### src/rtl/sirs_pkg.sv
`timescale 1ns / 1ps
`default_nettype none

package sirs_pkg;

    localparam int MAX_SYMBOLS = 16;
    localparam int DIGIT_SLOTS = 32;
    localparam int IDX_W       = $clog2(DIGIT_SLOTS);
    localparam int CNT_W       = IDX_W + 1;
    localparam int VALUE_W     = 32;
    localparam int CHUNK_BITS  = 8;
    localparam int DIV_CHUNKS  = VALUE_W / CHUNK_BITS;

    localparam logic [4:0] RADIX_MIN = 5'd2;
    localparam logic [4:0] RADIX_MAX = 5'(MAX_SYMBOLS);

    localparam logic [7:0] CH_PLUS  = 8'h2B;
    localparam logic [7:0] CH_MINUS = 8'h2D;
    localparam logic [7:0] CH_NUL   = 8'h00;

    localparam logic [1:0] REG_RADIX  = 2'd0;
    localparam logic [1:0] REG_SYM_LO = 2'd1;
    localparam logic [1:0] REG_SYM_HI = 2'd2;

    localparam logic [4:0]  RADIX_RST  = 5'd10;
    localparam logic [63:0] SYM_LO_RST = 64'h3736353433323130;
    localparam logic [63:0] SYM_HI_RST = 64'h4645444342413938;

    typedef struct packed {
        logic                 neg;
        logic [VALUE_W-1:0]   mag;
    } t_item;

    typedef struct packed {
        logic [4:0]   radix;
        logic [127:0] syms;
    } t_cfg;

    typedef struct packed {
        logic [7:0] ch;
        logic       last;
    } t_char;

    function automatic logic [7:0] sym_at(logic [127:0] syms, logic [3:0] k);
        logic [6:0] base;
        base = {k, 3'b000};
        return syms[base +: 8];
    endfunction

endpackage

`default_nettype wire

### src/rtl/sirs_front.sv
`timescale 1ns / 1ps
`default_nettype none

module sirs_front (
    input  wire logic                i_clk,
    input  wire logic                i_rst_n,
    input  wire logic                i_push,
    output logic                     o_full,
    input  wire logic signed [31:0]  i_value,
    input  wire logic                i_take,
    output logic                     o_valid,
    output sirs_pkg::t_item          o_item
);

    sirs_pkg::t_item r_q [2];
    logic            r_wp;
    logic            r_rp;
    logic [1:0]      r_cnt;
    logic [1:0]      n_cnt;
    sirs_pkg::t_item w_item;
    logic            w_wr;
    logic            w_rd;

    // sign split and magnitude, most negative value maps onto itself
    always_comb begin
        w_item.neg = i_value[31];
        w_item.mag = i_value[31] ? (32'd0 - 32'(i_value)) : 32'(i_value);
    end

    assign o_full  = (r_cnt == 2'd2);
    assign o_valid = (r_cnt != 2'd0);
    assign o_item  = r_q[r_rp];
    assign w_wr    = i_push && !o_full;
    assign w_rd    = i_take && o_valid;

    always_comb begin
        n_cnt = r_cnt;
        if (w_wr && !w_rd) begin
            n_cnt = r_cnt + 2'd1;
        end else if (w_rd && !w_wr) begin
            n_cnt = r_cnt - 2'd1;
        end
    end

    always_ff @(posedge i_clk) begin
        if (!i_rst_n) begin
            r_wp  <= 1'b0;
            r_rp  <= 1'b0;
            r_cnt <= 2'd0;
        end else begin
            r_cnt <= n_cnt;
            if (w_wr) begin
                r_wp <= ~r_wp;
            end
            if (w_rd) begin
                r_rp <= ~r_rp;
            end
        end
    end

    always_ff @(posedge i_clk) begin
        if (w_wr) begin
            r_q[r_wp] <= w_item;
        end
    end

endmodule

`default_nettype wire

### src/rtl/sirs_back.sv
`timescale 1ns / 1ps
`default_nettype none

module sirs_back (
    input  wire logic              i_clk,
    input  wire logic              i_rst_n,
    input  wire sirs_pkg::t_cfg    i_cfg,
    input  wire logic              i_alpha_ok,
    input  wire logic              i_valid,
    input  wire sirs_pkg::t_item   i_item,
    output logic                   o_take,
    input  wire logic              i_pop,
    output logic                   o_empty,
    output logic [7:0]             o_char_out,
    output logic                   o_last_char
);

    localparam logic [1:0] S_IDLE = 2'd0;
    localparam logic [1:0] S_SIGN = 2'd1;
    localparam logic [1:0] S_DIV  = 2'd2;
    localparam logic [1:0] S_EMIT = 2'd3;

    localparam int CW = sirs_pkg::CNT_W;
    localparam int IW = sirs_pkg::IDX_W;

    logic [1:0]     r_state;
    logic [1:0]     n_state;
    logic [31:0]    r_work;
    logic [31:0]    n_work;
    logic [3:0]     r_rem;
    logic [3:0]     n_rem;
    logic [1:0]     r_step;
    logic [1:0]     n_step;
    logic [CW-1:0]  r_cnt;
    logic [CW-1:0]  n_cnt;
    logic [3:0]     r_stack [sirs_pkg::DIGIT_SLOTS];

    logic [31:0]    w_quo;
    logic [3:0]     w_rem;
    logic           w_digit_wr;
    logic [IW-1:0]  w_rd_idx;

    sirs_pkg::t_char r_oq [2];
    logic            r_oq_wp;
    logic            r_oq_rp;
    logic [1:0]      r_oq_cnt;
    logic [1:0]      n_oq_cnt;
    logic            w_oq_space;
    logic            w_oq_wr;
    logic            w_oq_rd;
    sirs_pkg::t_char w_oq_data;

    // eight quotient bits per cycle, restoring
    always_comb begin
        logic [31:0] w;
        logic [4:0]  t;
        logic [3:0]  rem;
        w   = r_work;
        rem = r_rem;
        for (int k = 0; k < sirs_pkg::CHUNK_BITS; k++) begin
            t = {rem, w[31]};
            w = {w[30:0], 1'b0};
            if (t >= i_cfg.radix) begin
                t    = t - i_cfg.radix;
                w[0] = 1'b1;
            end
            rem = t[3:0];
        end
        w_quo = w;
        w_rem = rem;
    end

    assign w_oq_space = (r_oq_cnt != 2'd2);
    assign w_rd_idx   = IW'(r_cnt - CW'(1));

    always_comb begin
        n_state    = r_state;
        n_work     = r_work;
        n_rem      = r_rem;
        n_step     = r_step;
        n_cnt      = r_cnt;
        o_take     = 1'b0;
        w_oq_wr    = 1'b0;
        w_digit_wr = 1'b0;
        w_oq_data  = '{ch: sirs_pkg::CH_MINUS, last: 1'b0};
        unique case (r_state)
            S_IDLE: begin
                if (i_valid) begin
                    o_take = 1'b1;
                    if (i_alpha_ok) begin
                        n_work  = i_item.mag;
                        n_rem   = 4'd0;
                        n_step  = 2'd0;
                        n_cnt   = '0;
                        n_state = i_item.neg ? S_SIGN : S_DIV;
                    end
                end
            end
            S_SIGN: begin
                if (w_oq_space) begin
                    w_oq_wr = 1'b1;
                    n_state = S_DIV;
                end
            end
            S_DIV: begin
                n_work = w_quo;
                n_rem  = w_rem;
                n_step = r_step + 2'd1;
                if (r_step == 2'(sirs_pkg::DIV_CHUNKS - 1)) begin
                    w_digit_wr = 1'b1;
                    n_cnt      = r_cnt + CW'(1);
                    n_rem      = 4'd0;
                    if (w_quo == 32'd0 || r_cnt == CW'(sirs_pkg::DIGIT_SLOTS - 1)) begin
                        n_state = S_EMIT;
                    end
                end
            end
            S_EMIT: begin
                w_oq_data.ch   = sirs_pkg::sym_at(i_cfg.syms, r_stack[w_rd_idx]);
                w_oq_data.last = (r_cnt == CW'(1));
                if (w_oq_space) begin
                    w_oq_wr = 1'b1;
                    n_cnt   = r_cnt - CW'(1);
                    if (r_cnt == CW'(1)) begin
                        n_state = S_IDLE;
                    end
                end
            end
            default: begin
                n_state = S_IDLE;
            end
        endcase
    end

    always_ff @(posedge i_clk) begin
        if (!i_rst_n) begin
            r_state <= S_IDLE;
            r_step  <= 2'd0;
            r_cnt   <= '0;
        end else begin
            r_state <= n_state;
            r_step  <= n_step;
            r_cnt   <= n_cnt;
        end
    end

    always_ff @(posedge i_clk) begin
        r_work <= n_work;
        r_rem  <= n_rem;
        if (w_digit_wr) begin
            r_stack[r_cnt[IW-1:0]] <= w_rem;
        end
    end

    // output word queue
    assign o_empty     = (r_oq_cnt == 2'd0);
    assign w_oq_rd     = i_pop && !o_empty;
    assign o_char_out  = r_oq[r_oq_rp].ch;
    assign o_last_char = r_oq[r_oq_rp].last;

    always_comb begin
        n_oq_cnt = r_oq_cnt;
        if (w_oq_wr && !w_oq_rd) begin
            n_oq_cnt = r_oq_cnt + 2'd1;
        end else if (w_oq_rd && !w_oq_wr) begin
            n_oq_cnt = r_oq_cnt - 2'd1;
        end
    end

    always_ff @(posedge i_clk) begin
        if (!i_rst_n) begin
            r_oq_wp  <= 1'b0;
            r_oq_rp  <= 1'b0;
            r_oq_cnt <= 2'd0;
        end else begin
            r_oq_cnt <= n_oq_cnt;
            if (w_oq_wr) begin
                r_oq_wp <= ~r_oq_wp;
            end
            if (w_oq_rd) begin
                r_oq_rp <= ~r_oq_rp;
            end
        end
    end

    always_ff @(posedge i_clk) begin
        if (w_oq_wr) begin
            r_oq[r_oq_wp] <= w_oq_data;
        end
    end

endmodule

`default_nettype wire

### src/rtl/signed_int_to_radix_symbols_core.sv
`timescale 1ns / 1ps
`default_nettype none
// Signed 32-bit integer to text in a configurable radix.
// Input: drive i_value with push high; the word is taken on a clock edge where
// full is low. Output: while empty is low, o_char_out / o_last_char show the
// oldest character; pop high takes it. o_last_char marks the final character
// of a number. A negative number starts with '-'.
// Config: i_cfg_we writes i_cfg_data into register i_cfg_index (0 radix,
// 1 symbols 0..7, 2 symbols 8..15); write only while no number is in flight.
// An invalid alphabet makes numbers produce no characters at all.
// Flow: a two-entry input queue feeds a conversion engine that strips
// eight quotient bits per cycle, so each digit takes one pass over the word;
// digits then leave at one per cycle, while the output queue has space, into
// a two-entry output queue. The first digit appears only after all digits of
// a number are computed; a leading '-' is queued before division starts.
// Reset clears both queues and returns radix and alphabet to decimal
// "0123456789ABCDEF". A stalled receiver fills the output queue, which
// halts the engine, then the input queue, which raises full.
module signed_int_to_radix_symbols_core (
    input  wire logic               i_clk,
    input  wire logic               i_rst_n,
    input  wire logic               push,
    output logic                    full,
    input  wire logic signed [31:0] i_value,
    output logic                    empty,
    input  wire logic               pop,
    output logic [7:0]              o_char_out,
    output logic                    o_last_char,
    input  wire logic               i_cfg_we,
    input  wire logic [1:0]         i_cfg_index,
    input  wire logic [63:0]        i_cfg_data
);

    logic [4:0]      r_radix;
    logic [63:0]     r_sym_lo;
    logic [63:0]     r_sym_hi;
    logic            r_alpha_ok;
    logic            n_alpha_ok;
    sirs_pkg::t_cfg  w_cfg;
    sirs_pkg::t_item w_item;
    logic            w_valid;
    logic            w_take;

    always_ff @(posedge i_clk) begin
        if (!i_rst_n) begin
            r_radix  <= sirs_pkg::RADIX_RST;
            r_sym_lo <= sirs_pkg::SYM_LO_RST;
            r_sym_hi <= sirs_pkg::SYM_HI_RST;
        end else if (i_cfg_we) begin
            unique case (i_cfg_index)
                sirs_pkg::REG_RADIX:  r_radix  <= i_cfg_data[4:0];
                sirs_pkg::REG_SYM_LO: r_sym_lo <= i_cfg_data;
                sirs_pkg::REG_SYM_HI: r_sym_hi <= i_cfg_data;
                default: begin
                end
            endcase
        end
    end

    assign w_cfg.radix = r_radix;
    assign w_cfg.syms  = {r_sym_hi, r_sym_lo};

    // radix range and alphabet check over the symbols in use
    always_comb begin
        logic [7:0] si;
        n_alpha_ok = (r_radix >= sirs_pkg::RADIX_MIN) && (r_radix <= sirs_pkg::RADIX_MAX);
        for (int i = 0; i < sirs_pkg::MAX_SYMBOLS; i++) begin
            si = sirs_pkg::sym_at(w_cfg.syms, 4'(i));
            if (5'(i) < r_radix) begin
                if (si == sirs_pkg::CH_NUL || si == sirs_pkg::CH_PLUS
                        || si == sirs_pkg::CH_MINUS) begin
                    n_alpha_ok = 1'b0;
                end
                for (int j = i + 1; j < sirs_pkg::MAX_SYMBOLS; j++) begin
                    if (5'(j) < r_radix && sirs_pkg::sym_at(w_cfg.syms, 4'(j)) == si) begin
                        n_alpha_ok = 1'b0;
                    end
                end
            end
        end
    end

    always_ff @(posedge i_clk) begin
        if (!i_rst_n) begin
            r_alpha_ok <= 1'b1;
        end else begin
            r_alpha_ok <= n_alpha_ok;
        end
    end

    sirs_front u_front (
        .i_clk   (i_clk),
        .i_rst_n (i_rst_n),
        .i_push  (push),
        .o_full  (full),
        .i_value (i_value),
        .i_take  (w_take),
        .o_valid (w_valid),
        .o_item  (w_item)
    );

    sirs_back u_back (
        .i_clk       (i_clk),
        .i_rst_n     (i_rst_n),
        .i_cfg       (w_cfg),
        .i_alpha_ok  (r_alpha_ok),
        .i_valid     (w_valid),
        .i_item      (w_item),
        .o_take      (w_take),
        .i_pop       (pop),
        .o_empty     (empty),
        .o_char_out  (o_char_out),
        .o_last_char (o_last_char)
    );

endmodule

`default_nettype wire

### config.mk
export PLATFORM = sky130hd
export DESIGN_NAME = signed_int_to_radix_symbols_core
export DESIGN_NICKNAME = d
export VERILOG_FILES = /design/src/rtl/sirs_pkg.sv /design/src/rtl/sirs_front.sv /design/src/rtl/sirs_back.sv /design/src/rtl/signed_int_to_radix_symbols_core.sv
export SDC_FILE = /design/constraint.sdc
export NUM_CORES = 2
export LEC_CHECK = 0
export BUFFER_PORTS_ARGS = -buffer_cell sky130_fd_sc_hd__buf_2
export CAP_MARGIN = 15
export CELL_PAD_IN_SITES_DETAIL_PLACEMENT = 0
export CELL_PAD_IN_SITES_GLOBAL_PLACEMENT = 1
export CORE_UTILIZATION = 50
export DETAILED_ROUTE_END_ITERATION = 6
export HOLD_SLACK_MARGIN = 0.12
export PLACE_DENSITY_LB_ADDON = 0.1
export SLEW_MARGIN = 40
export SYNTH_ARGS = -nofsm -noshare
export SYNTH_HDL_FRONTEND = slang
export SYNTH_HIERARCHICAL = 1
export SYNTH_SLANG_ARGS = --single-unit
export TNS_END_PERCENT = 50
### constraint.sdc
create_clock -name i_clk -period 23.9 [get_ports i_clk]
set_clock_uncertainty 0.1 [all_clocks]
set_input_delay 1.195 -clock i_clk [delete_from_list [all_inputs] [get_ports i_clk]]
set_output_delay 1.195 -clock i_clk [all_outputs]
set_load 0.005 [all_outputs]
# Yosys cells after proc, flatten, opt, wreduce, memory -nomap -nowiden
# Memories as Yosys holds them, arrays and structs flattened. A register that Yosys moved wholly into a read port is not among the register bits.
# Cells that the tools add are included.
word_totals:
  memories: 3
  register_bits: 188
  output_inout_bits: 11
  ramBits: 212
  elab_cells: 647
  in_bits: 103
memory_table:
  columns: ["name", "depth", "width", "rd", "rd_clocked_by_memory_dff", "wr", "line", "text"]
  rows:
  - ["u_back.r_stack", 32, 4, 1, 0, 1, "sirs_back.sv:36", "logic [3:0] r_stack [sirs_pkg::DIGIT_SLOTS];"]
  - ["u_front.r_q", 2, 33, 1, 1, 1, "sirs_front.sv:15", "sirs_pkg::t_item r_q [2];"]
  - ["u_back.r_oq", 2, 9, 1, 1, 1, "sirs_back.sv:43", "sirs_pkg::t_char r_oq [2];"]
classes:
  muxes: 214
  magnitude_cmp: 26
  add_sub_neg: 16
  n_eq_ne: 169
  bitwise: 4
  shift: 1
  reduce_logical: 199
ops:
  columns: ["cell", "n"]
  rows:
  - ["equality test 8 bit", 120]
  - ["equality test 8 x 6 -> 1 bit (second input constant)", 32]
  - ["2-to-1 mux 1 bit", 176]
  - ["logical AND 1 bit", 128]
  - ["zero test 8 bit", 16]
  - ["indexed part select 128 x 8 -> 8 bit", 1]
  - ["2-to-1 mux 32 bit", 3]
  - ["one-hot mux 32 bit (2 select lines)", 1]
  - ["2-to-1 mux 4 bit", 11]
  - [">= comparator 5 bit", 8]
  - ["less-than comparator 4 x 5 -> 1 bit (first input constant)", 8]
  - ["logical OR 1 bit", 33]
  - ["zero test 32 bit", 1]
  - ["subtractor 1 x 32 -> 32 bit (first input constant)", 1]
  - ["subtractor 4 bit", 8]
  - ["2-to-1 mux 2 bit", 14]
  - ["2-to-1 mux 6 bit", 4]
  - ["less-than comparator 3 x 5 -> 1 bit (first input constant)", 4]
  - ["one-hot mux 6 bit (3 select lines)", 1]
  - ["equality test 2 bit (second input constant)", 5]
  - ["less-than comparator 1 x 5 -> 1 bit (first input constant)", 2]
  - ["less-than comparator 2 x 5 -> 1 bit (first input constant)", 2]
  - ["!= test 2 x 1 -> 1 bit (second input constant)", 5]
  - ["2-to-1 mux 9 bit", 1]
  - ["other kinds (23)", 44]

# Longest topological paths before layout
depth:
  word_depth: 155
  depth_mapped: 52

# By module
# The synthesis kept the hierarchy.
modules_own_cells:
  columns: ["mod", "area_per_inst_um2", "n_inst", "cells_each"]
  rows:
  - ["signed_int_to_radix_symbols_core", 17682.0, 1, 2318]
  - ["sirs_back", 11109.4, 1, 837]
  - ["sirs_front", 3289.4, 1, 222]

# Worst setup path before layout
# Ideal clock, no wire load.
synth_timing:
  path_type: "register -> register"
  from: "reg r_radix[1]"
  to: "reg u_back.r_rem[0], data pin"
  t_required_ps: 23662
  path_slack_ps: 10751
  stages_incl_launch_ff: 50
  t_arrival_ps: 12912
  synth_period_minus_slack_ps: 13149
  path_cell_list: "dfxtp_1 > inv_1 > ha_1 > a21o_1 > a21o_1 > a21o_1 > a21oi_1 > mux2_2 > ha_1 > a21o_1 > a21oi_1 > o21ba_2 > mux2i_1 > ha_1 > a21o_1 > a21o_1 > a21o_1 > a21oi_1 > (+14 left out) > a21o_1 > a21o_1 > a21o_1 > a21oi_1 > mux2i_1 > ha_1 > a21o_1 > a21o_1 > a21o_1 > a21oi_1 > mux2i_1 > ha_1 > a21o_1 > a21o_1 > a21o_1 > a21o_1 > a21oi_1 > and3_1"
synth_between:
  elab_chain_cells: 18
  elab_cells_between_ends: 25
synth_rtl:
  columns: ["item", "line", "text"]
  rows:
  - ["from (decl)", "signed_int_to_radix_symbols_core.sv:34", "logic [4:0] r_radix;"]
  - ["from (signal assigned)", "signed_int_to_radix_symbols_core.sv:46", "r_radix <= sirs_pkg::RADIX_RST;"]
  - ["from (signal assigned)", "signed_int_to_radix_symbols_core.sv:51", "sirs_pkg::REG_RADIX: r_radix <= i_cfg_data[4:0];"]
  - ["subtractor 4 bit / >= comparator 5 bit (equally long branches)", "sirs_back.sv:64, sirs_back.sv:63", null]
  - ["2-to-1 mux 4 bit", "sirs_back.sv:63", "if (t >= i_cfg.radix) begin"]
  - ["subtractor 4 bit / >= comparator 5 bit (equally long branches)", "sirs_back.sv:64, sirs_back.sv:63", null]
  - ["2-to-1 mux 4 bit", "sirs_back.sv:63", null]
  - ["subtractor 4 bit / >= comparator 5 bit (equally long branches)", "sirs_back.sv:64, sirs_back.sv:63", null]
  - ["2-to-1 mux 4 bit", "sirs_back.sv:63", null]
  - [">= comparator 5 bit / subtractor 4 bit (equally long branches)", "sirs_back.sv:63, sirs_back.sv:64", null]
  - ["2-to-1 mux 4 bit", "sirs_back.sv:63", null]
  - ["(+3 left out)", null, null]
  - ["2-to-1 mux 4 bit", "sirs_back.sv:63", null]
  - ["subtractor 4 bit / >= comparator 5 bit (equally long branches)", "sirs_back.sv:64, sirs_back.sv:63", null]
  - ["2-to-1 mux 4 bit", "sirs_back.sv:63", null]
  - [">= comparator 5 bit (*)", "sirs_back.sv:63", null]
  - ["2-to-1 mux 4 bit (*)", "sirs_back.sv:63", null]
  - ["via u_back.w_rem[0]", "sirs_back.sv:39", "logic [3:0] w_rem;"]
  - ["2-to-1 mux 4 bit (*)", "sirs_back.sv:109", "if (r_step == 2'(sirs_pkg::DIV_CHUNKS - 1)) begin"]
  - ["one-hot mux 4 bit (2 select lines) (*)", "sirs_back.sv:86", "unique case (r_state)"]
  - ["to (signal assigned)", "sirs_back.sv:149", "r_rem <= n_rem;"]
  - ["to (decl)", "sirs_back.sv:30", "logic [3:0] r_rem;"]
# Mark *: on every way through the listed nets, which the timed path passes. The rest lies on a longest branch.
# A chain may end at the register's enable or synchronous reset.

# Final worst setup path
layout_timing:
  from: "reg r_radix[1]"
  to: "reg u_back.r_rem[1], data pin"
layout_between:
  elab_chain_cells: 18
  elab_cells_between_ends: 26
layout_rtl:
  columns: ["item", "line"]
  rows:
  - ["subtractor 4 bit / >= comparator 5 bit (equally long branches)", "sirs_back.sv:64, sirs_back.sv:63"]
  - ["2-to-1 mux 4 bit", "sirs_back.sv:63"]
  - ["subtractor 4 bit / >= comparator 5 bit (equally long branches)", "sirs_back.sv:64, sirs_back.sv:63"]
  - ["2-to-1 mux 4 bit", "sirs_back.sv:63"]
  - ["subtractor 4 bit / >= comparator 5 bit (equally long branches)", "sirs_back.sv:64, sirs_back.sv:63"]
  - ["2-to-1 mux 4 bit", "sirs_back.sv:63"]
  - [">= comparator 5 bit / subtractor 4 bit (equally long branches)", "sirs_back.sv:63, sirs_back.sv:64"]
  - ["2-to-1 mux 4 bit", "sirs_back.sv:63"]
  - ["(+3 left out)", null]
  - ["2-to-1 mux 4 bit", "sirs_back.sv:63"]
  - [">= comparator 5 bit / subtractor 4 bit (equally long branches)", "sirs_back.sv:63, sirs_back.sv:64"]
  - ["2-to-1 mux 4 bit", "sirs_back.sv:63"]
  - ["subtractor 4 bit / >= comparator 5 bit (equally long branches)", "sirs_back.sv:64, sirs_back.sv:63"]
  - ["2-to-1 mux 4 bit (*)", "sirs_back.sv:63"]
  - ["via u_back.w_rem[1]", "sirs_back.sv:39"]
  - ["2-to-1 mux 4 bit (*)", "sirs_back.sv:109"]
  - ["one-hot mux 4 bit (2 select lines) (*)", "sirs_back.sv:86"]
# Marked as above.

==> run summary <==
• **outcome** complete, no violations
• **arrival time reported for the critical path endpoint** 15.61 ns
• **DRC errors left** 0
• **Worst path slowest cell** sky130_fd_sc_hd__dfxtp_1
• **mapped cell area** 32100 um2
• **Post-synth EDFFs** 248
• **CTS tree** built
• **max-slew violations** 0
• **routability congestion estimate from global placement** 0.992
• **Yosys warning count** 6
• **violation count after the first detailed-routing iteration** 3440
• **worst min-delay path startpoint** r_sym_hi[18]
• **endpoint type of the worst setup path** flip-flop
• **global-route wire length before repair** 175000 um
• **overall global routing resource usage** 35.8%
• **number of cells traversed by the worst register-to-register path** 49
• **final WL** 120000 um
• **RSZ-0062 raised after global routing** no
• **Num CTS Buffers** 44
• **number of buffers added to fix hold violations after cts** 0
• **count of filler cells inserted in the layout** 5690
• **startpoint type of the worst setup path** flip-flop
• **number of endpoints with negative hold slack in the final report** 0
• **port bufs** 113
• **CP peak stage delay** 0.84 ns
• **Hold Path Class** reg -> reg
• **final critical-path setup slack** 8.53 ns
• **reg-to-reg critical path endpoint** u_back/r_rem[1]
• **most frequent cell after synthesis** sky130_fd_sc_hd__xnor2_1
• **DP HPWL** 76700 um
• **number of max-cap violations** 0
• **Commonest cells post-synth** 752 x sky130_fd_sc_hd__xnor2_1, 319 x sky130_fd_sc_hd__nand2_1, 278 x sky130_fd_sc_hd__xor2_1
• **WHS Path Cells** 2
• **synthesis-to-layout area growth** 7.47%
• **maximum clock path buffer count** 3
• **layout cells sized above 1** 14.5%
• **largest net degree at the start of global routing** 76
• **worst r2r src** r_radix[1]
• **vias in the first global route** 26210
• **count of mapped cells out of synthesis** 3377
• **register-to-register path setup slack** 8.53 ns
• **post-synthesis net count** 3542
• **row count** 92
• **number of library cell types mapped by synthesis** 83
• **Setup Slack @ Placement** 8.41 ns
• **dominant cell type by area after synthesis** sky130_fd_sc_hd__edfxtp_1
• **measured slew at the worst slew-check pin** 0.997 ns
• **Starting Density** 50.8%
• **area share of the leading cell type in the synthesized netlist** 23.2%
• **most used flip-flop cell after synthesis** sky130_fd_sc_hd__edfxtp_1
• **number of antenna violations at the first check in global routing** 3
• **clk slew on worst S/H paths** 0.06 ns
• **via total after detailed routing** 26866
• **DRT antenna net count** 0
• **Top Ports** 114
• **WP data required** 24.14 ns
• **setup fix buffers added after clock tree synthesis** 0
• **maximum net fanout on the critical path** 33
• **number of synthesized register bits** 402
• **post-synthesis sequential area ratio** 32.8%
• **Worst path most repeated cell** sky130_fd_sc_hd__a21o_1
• **floorplan die height** 255 um
• **width of the die** 255 um
• **net count of the finished layout** 3493
• **CTS H-tree depth** 2
• **Root Buffer** sky130_fd_sc_hd__clkbuf_16
• **Die Area** 65200 um2
• **Min Clock Period, post-route** 15.37 ns
• **Max transition margin** 33.5%
• **core region area** 63200 um2
• **routed via count divided by cell count** 6.38
• **Resized Gates After CTS** 0
• **wire length per cell after detailed routing** 28.5 um
• **clk sink count** 402
• **final critical-path share of the clock period** 64.3%
• **setup-violating endpoint count in the final report** 0
• **class of the most critical setup path** reg -> reg
• **Pre-Repair DR Iteration Count** 7
• **mean cell area of the mapped netlist** 9.50 um2
• **grt total ovfl** 0
• **fmax** 65.1 MHz
• **Total Negative Setup Slacks** 0 ns
• **endpoint of the worst hold-timing path** r_sym_hi[18]
• **cell types with the largest area share after synthesis** sky130_fd_sc_hd__edfxtp_1 23%, sky130_fd_sc_hd__xnor2_1 21%, sky130_fd_sc_hd__dfxtp_1 9.6%
• **FFs w/ async S/R, synth** 0%
• **later-pin clock latency in the skew report** 0.62 ns
## cell families after synthesis
family / after synthesis / synth area share, %
xor+xnor: 1031 / 28.2
simple gates: 925 / 14.5
flops: 402 / 32.8
buf+inv: 397 / 6.38
compound gates: 367 / 7.67
mux: 193 / 7.87
fa+ha+maj: 62 / 2.61
## routing by layer
metal  global-route usage [%]  up-vias  routed length [um]
met5                        0        -                  24
met4                     17.3        4                6100
met3                     7.80      418               12000
met2                     52.2     1597               50300
met1                     50.2    13179               51400
li1                         -    11668                   -
## cell usage in the layout, fill, tap and decap left out, types with 8 or more instances in the layout
| cell type | n |
|---|---|
| sky130_fd_sc_hd__dfxtp_1 | 141 |
| sky130_fd_sc_hd__nand3_1 | 86 |
| sky130_fd_sc_hd__a21o_1 | 39 |
| sky130_fd_sc_hd__mux4_2 | 40 |
| sky130_fd_sc_hd__and2_1 | 16 |
| sky130_fd_sc_hd__o31ai_1 | 16 |
| sky130_fd_sc_hd__buf_2 | 113 |
| sky130_fd_sc_hd__ha_1 | 53 |
| sky130_fd_sc_hd__or4_1 | 17 |
| sky130_fd_sc_hd__o21ai_0 | 31 |
| sky130_fd_sc_hd__inv_1 | 41 |
| sky130_fd_sc_hd__fa_1 | 8 |
| sky130_fd_sc_hd__clkinv_1 | 8 |
| sky130_fd_sc_hd__a21oi_1 | 130 |
| sky130_fd_sc_hd__nand4_1 | 174 |
| sky130_fd_sc_hd__dfxtp_2 | 12 |
| sky130_fd_sc_hd__a31oi_1 | 43 |
| sky130_fd_sc_hd__xnor2_1 | 752 |
| sky130_fd_sc_hd__mux2i_1 | 79 |
| sky130_fd_sc_hd__nor2_1 | 76 |
| sky130_fd_sc_hd__nand2b_1 | 15 |
| sky130_fd_sc_hd__xor2_1 | 278 |
| sky130_fd_sc_hd__nand2_1 | 318 |
| sky130_fd_sc_hd__buf_4 | 142 |
| sky130_fd_sc_hd__clkbuf_16 | 44 |
| sky130_fd_sc_hd__mux2_2 | 73 |
| sky130_fd_sc_hd__clkbuf_1 | 8 |
| sky130_fd_sc_hd__o22ai_1 | 14 |
| sky130_fd_sc_hd__nor3_1 | 88 |
| sky130_fd_sc_hd__a22oi_1 | 20 |
| sky130_fd_sc_hd__nor4_1 | 92 |
| sky130_fd_sc_hd__edfxtp_1 | 248 |
| sky130_fd_sc_hd__a222oi_1 | 8 |
## how the worst max path moves through the flow
stage	slack, ns	cells past startpoint	start	end
6_report	8.53	49	r_radix[1]	u_back/r_rem[1]
3_5_place_dp	8.41	49	r_radix[1]	u_back/r_rem[1]
2_1_floorplan	10.75	49	r_radix[1]	u_back/r_rem[0]
5_1_grt	7.50	50	r_radix[1]	u_back/r_rem[1]
3_3_place_gp	8.23	49	r_radix[1]	u_back/r_stack[12][3]
4_1_cts	8.34	49	r_radix[1]	u_back/r_rem[1]
## per-stage QoR
step	instance area [um2]	hold WS (ns)	std cells	util [%]
after global placement	32900	0.347	4125	52.1
final	34500	0.355	4208	54.6
after floorplan	32100	0.371	3377	-
after CTS	34400	0.359	4206	54.5
after global routing	34500	0.377	4207	54.5
after detailed placement	33000	0.351	4127	52.2
## flip-flops by register name (all words and copies together), names as in the netlist, 4 cells and up, named ones only
register        flops
u_back/r_rem        4
u_back/r_cnt        6
u_back/r_oq        18
u_back/r_stack    128
u_back/r_work      32
u_front/r_q        66
r_sym_lo           64
r_radix             5
r_sym_hi           64
## final cells by class
cell class                 instances  area [um2]  area share (%)
multi-input combinational       2578       19600            56.8
clock inverter                    24         254           0.737
inverter                          43         161           0.468
timing repair buffer             259        1690            4.89
clock buffer                      55        1170            3.40
antenna                            1        2.50         0.00726
sequential                       402       10500            30.6
tap                              846        1060            3.07
## worst max-delay path: cells and delay by family, from the launching register on
| kind | cells | cell delay (ns) |
|---|---|---|
| multiplexers | 6 | 2.74 |
| AND/OR/NAND/NOR | 1 | 0.22 |
| adder cells (fa/ha/maj) | 8 | 2.67 |
| flip-flops | 1 | 0.84 |
| buffers and inverters | 1 | 0.41 |
| AO/OA/AOI/OAI | 33 | 8.08 |
Power is not shown: default switching activity piles up to over one toggle a cycle in this logic, so the estimate is an artifact.
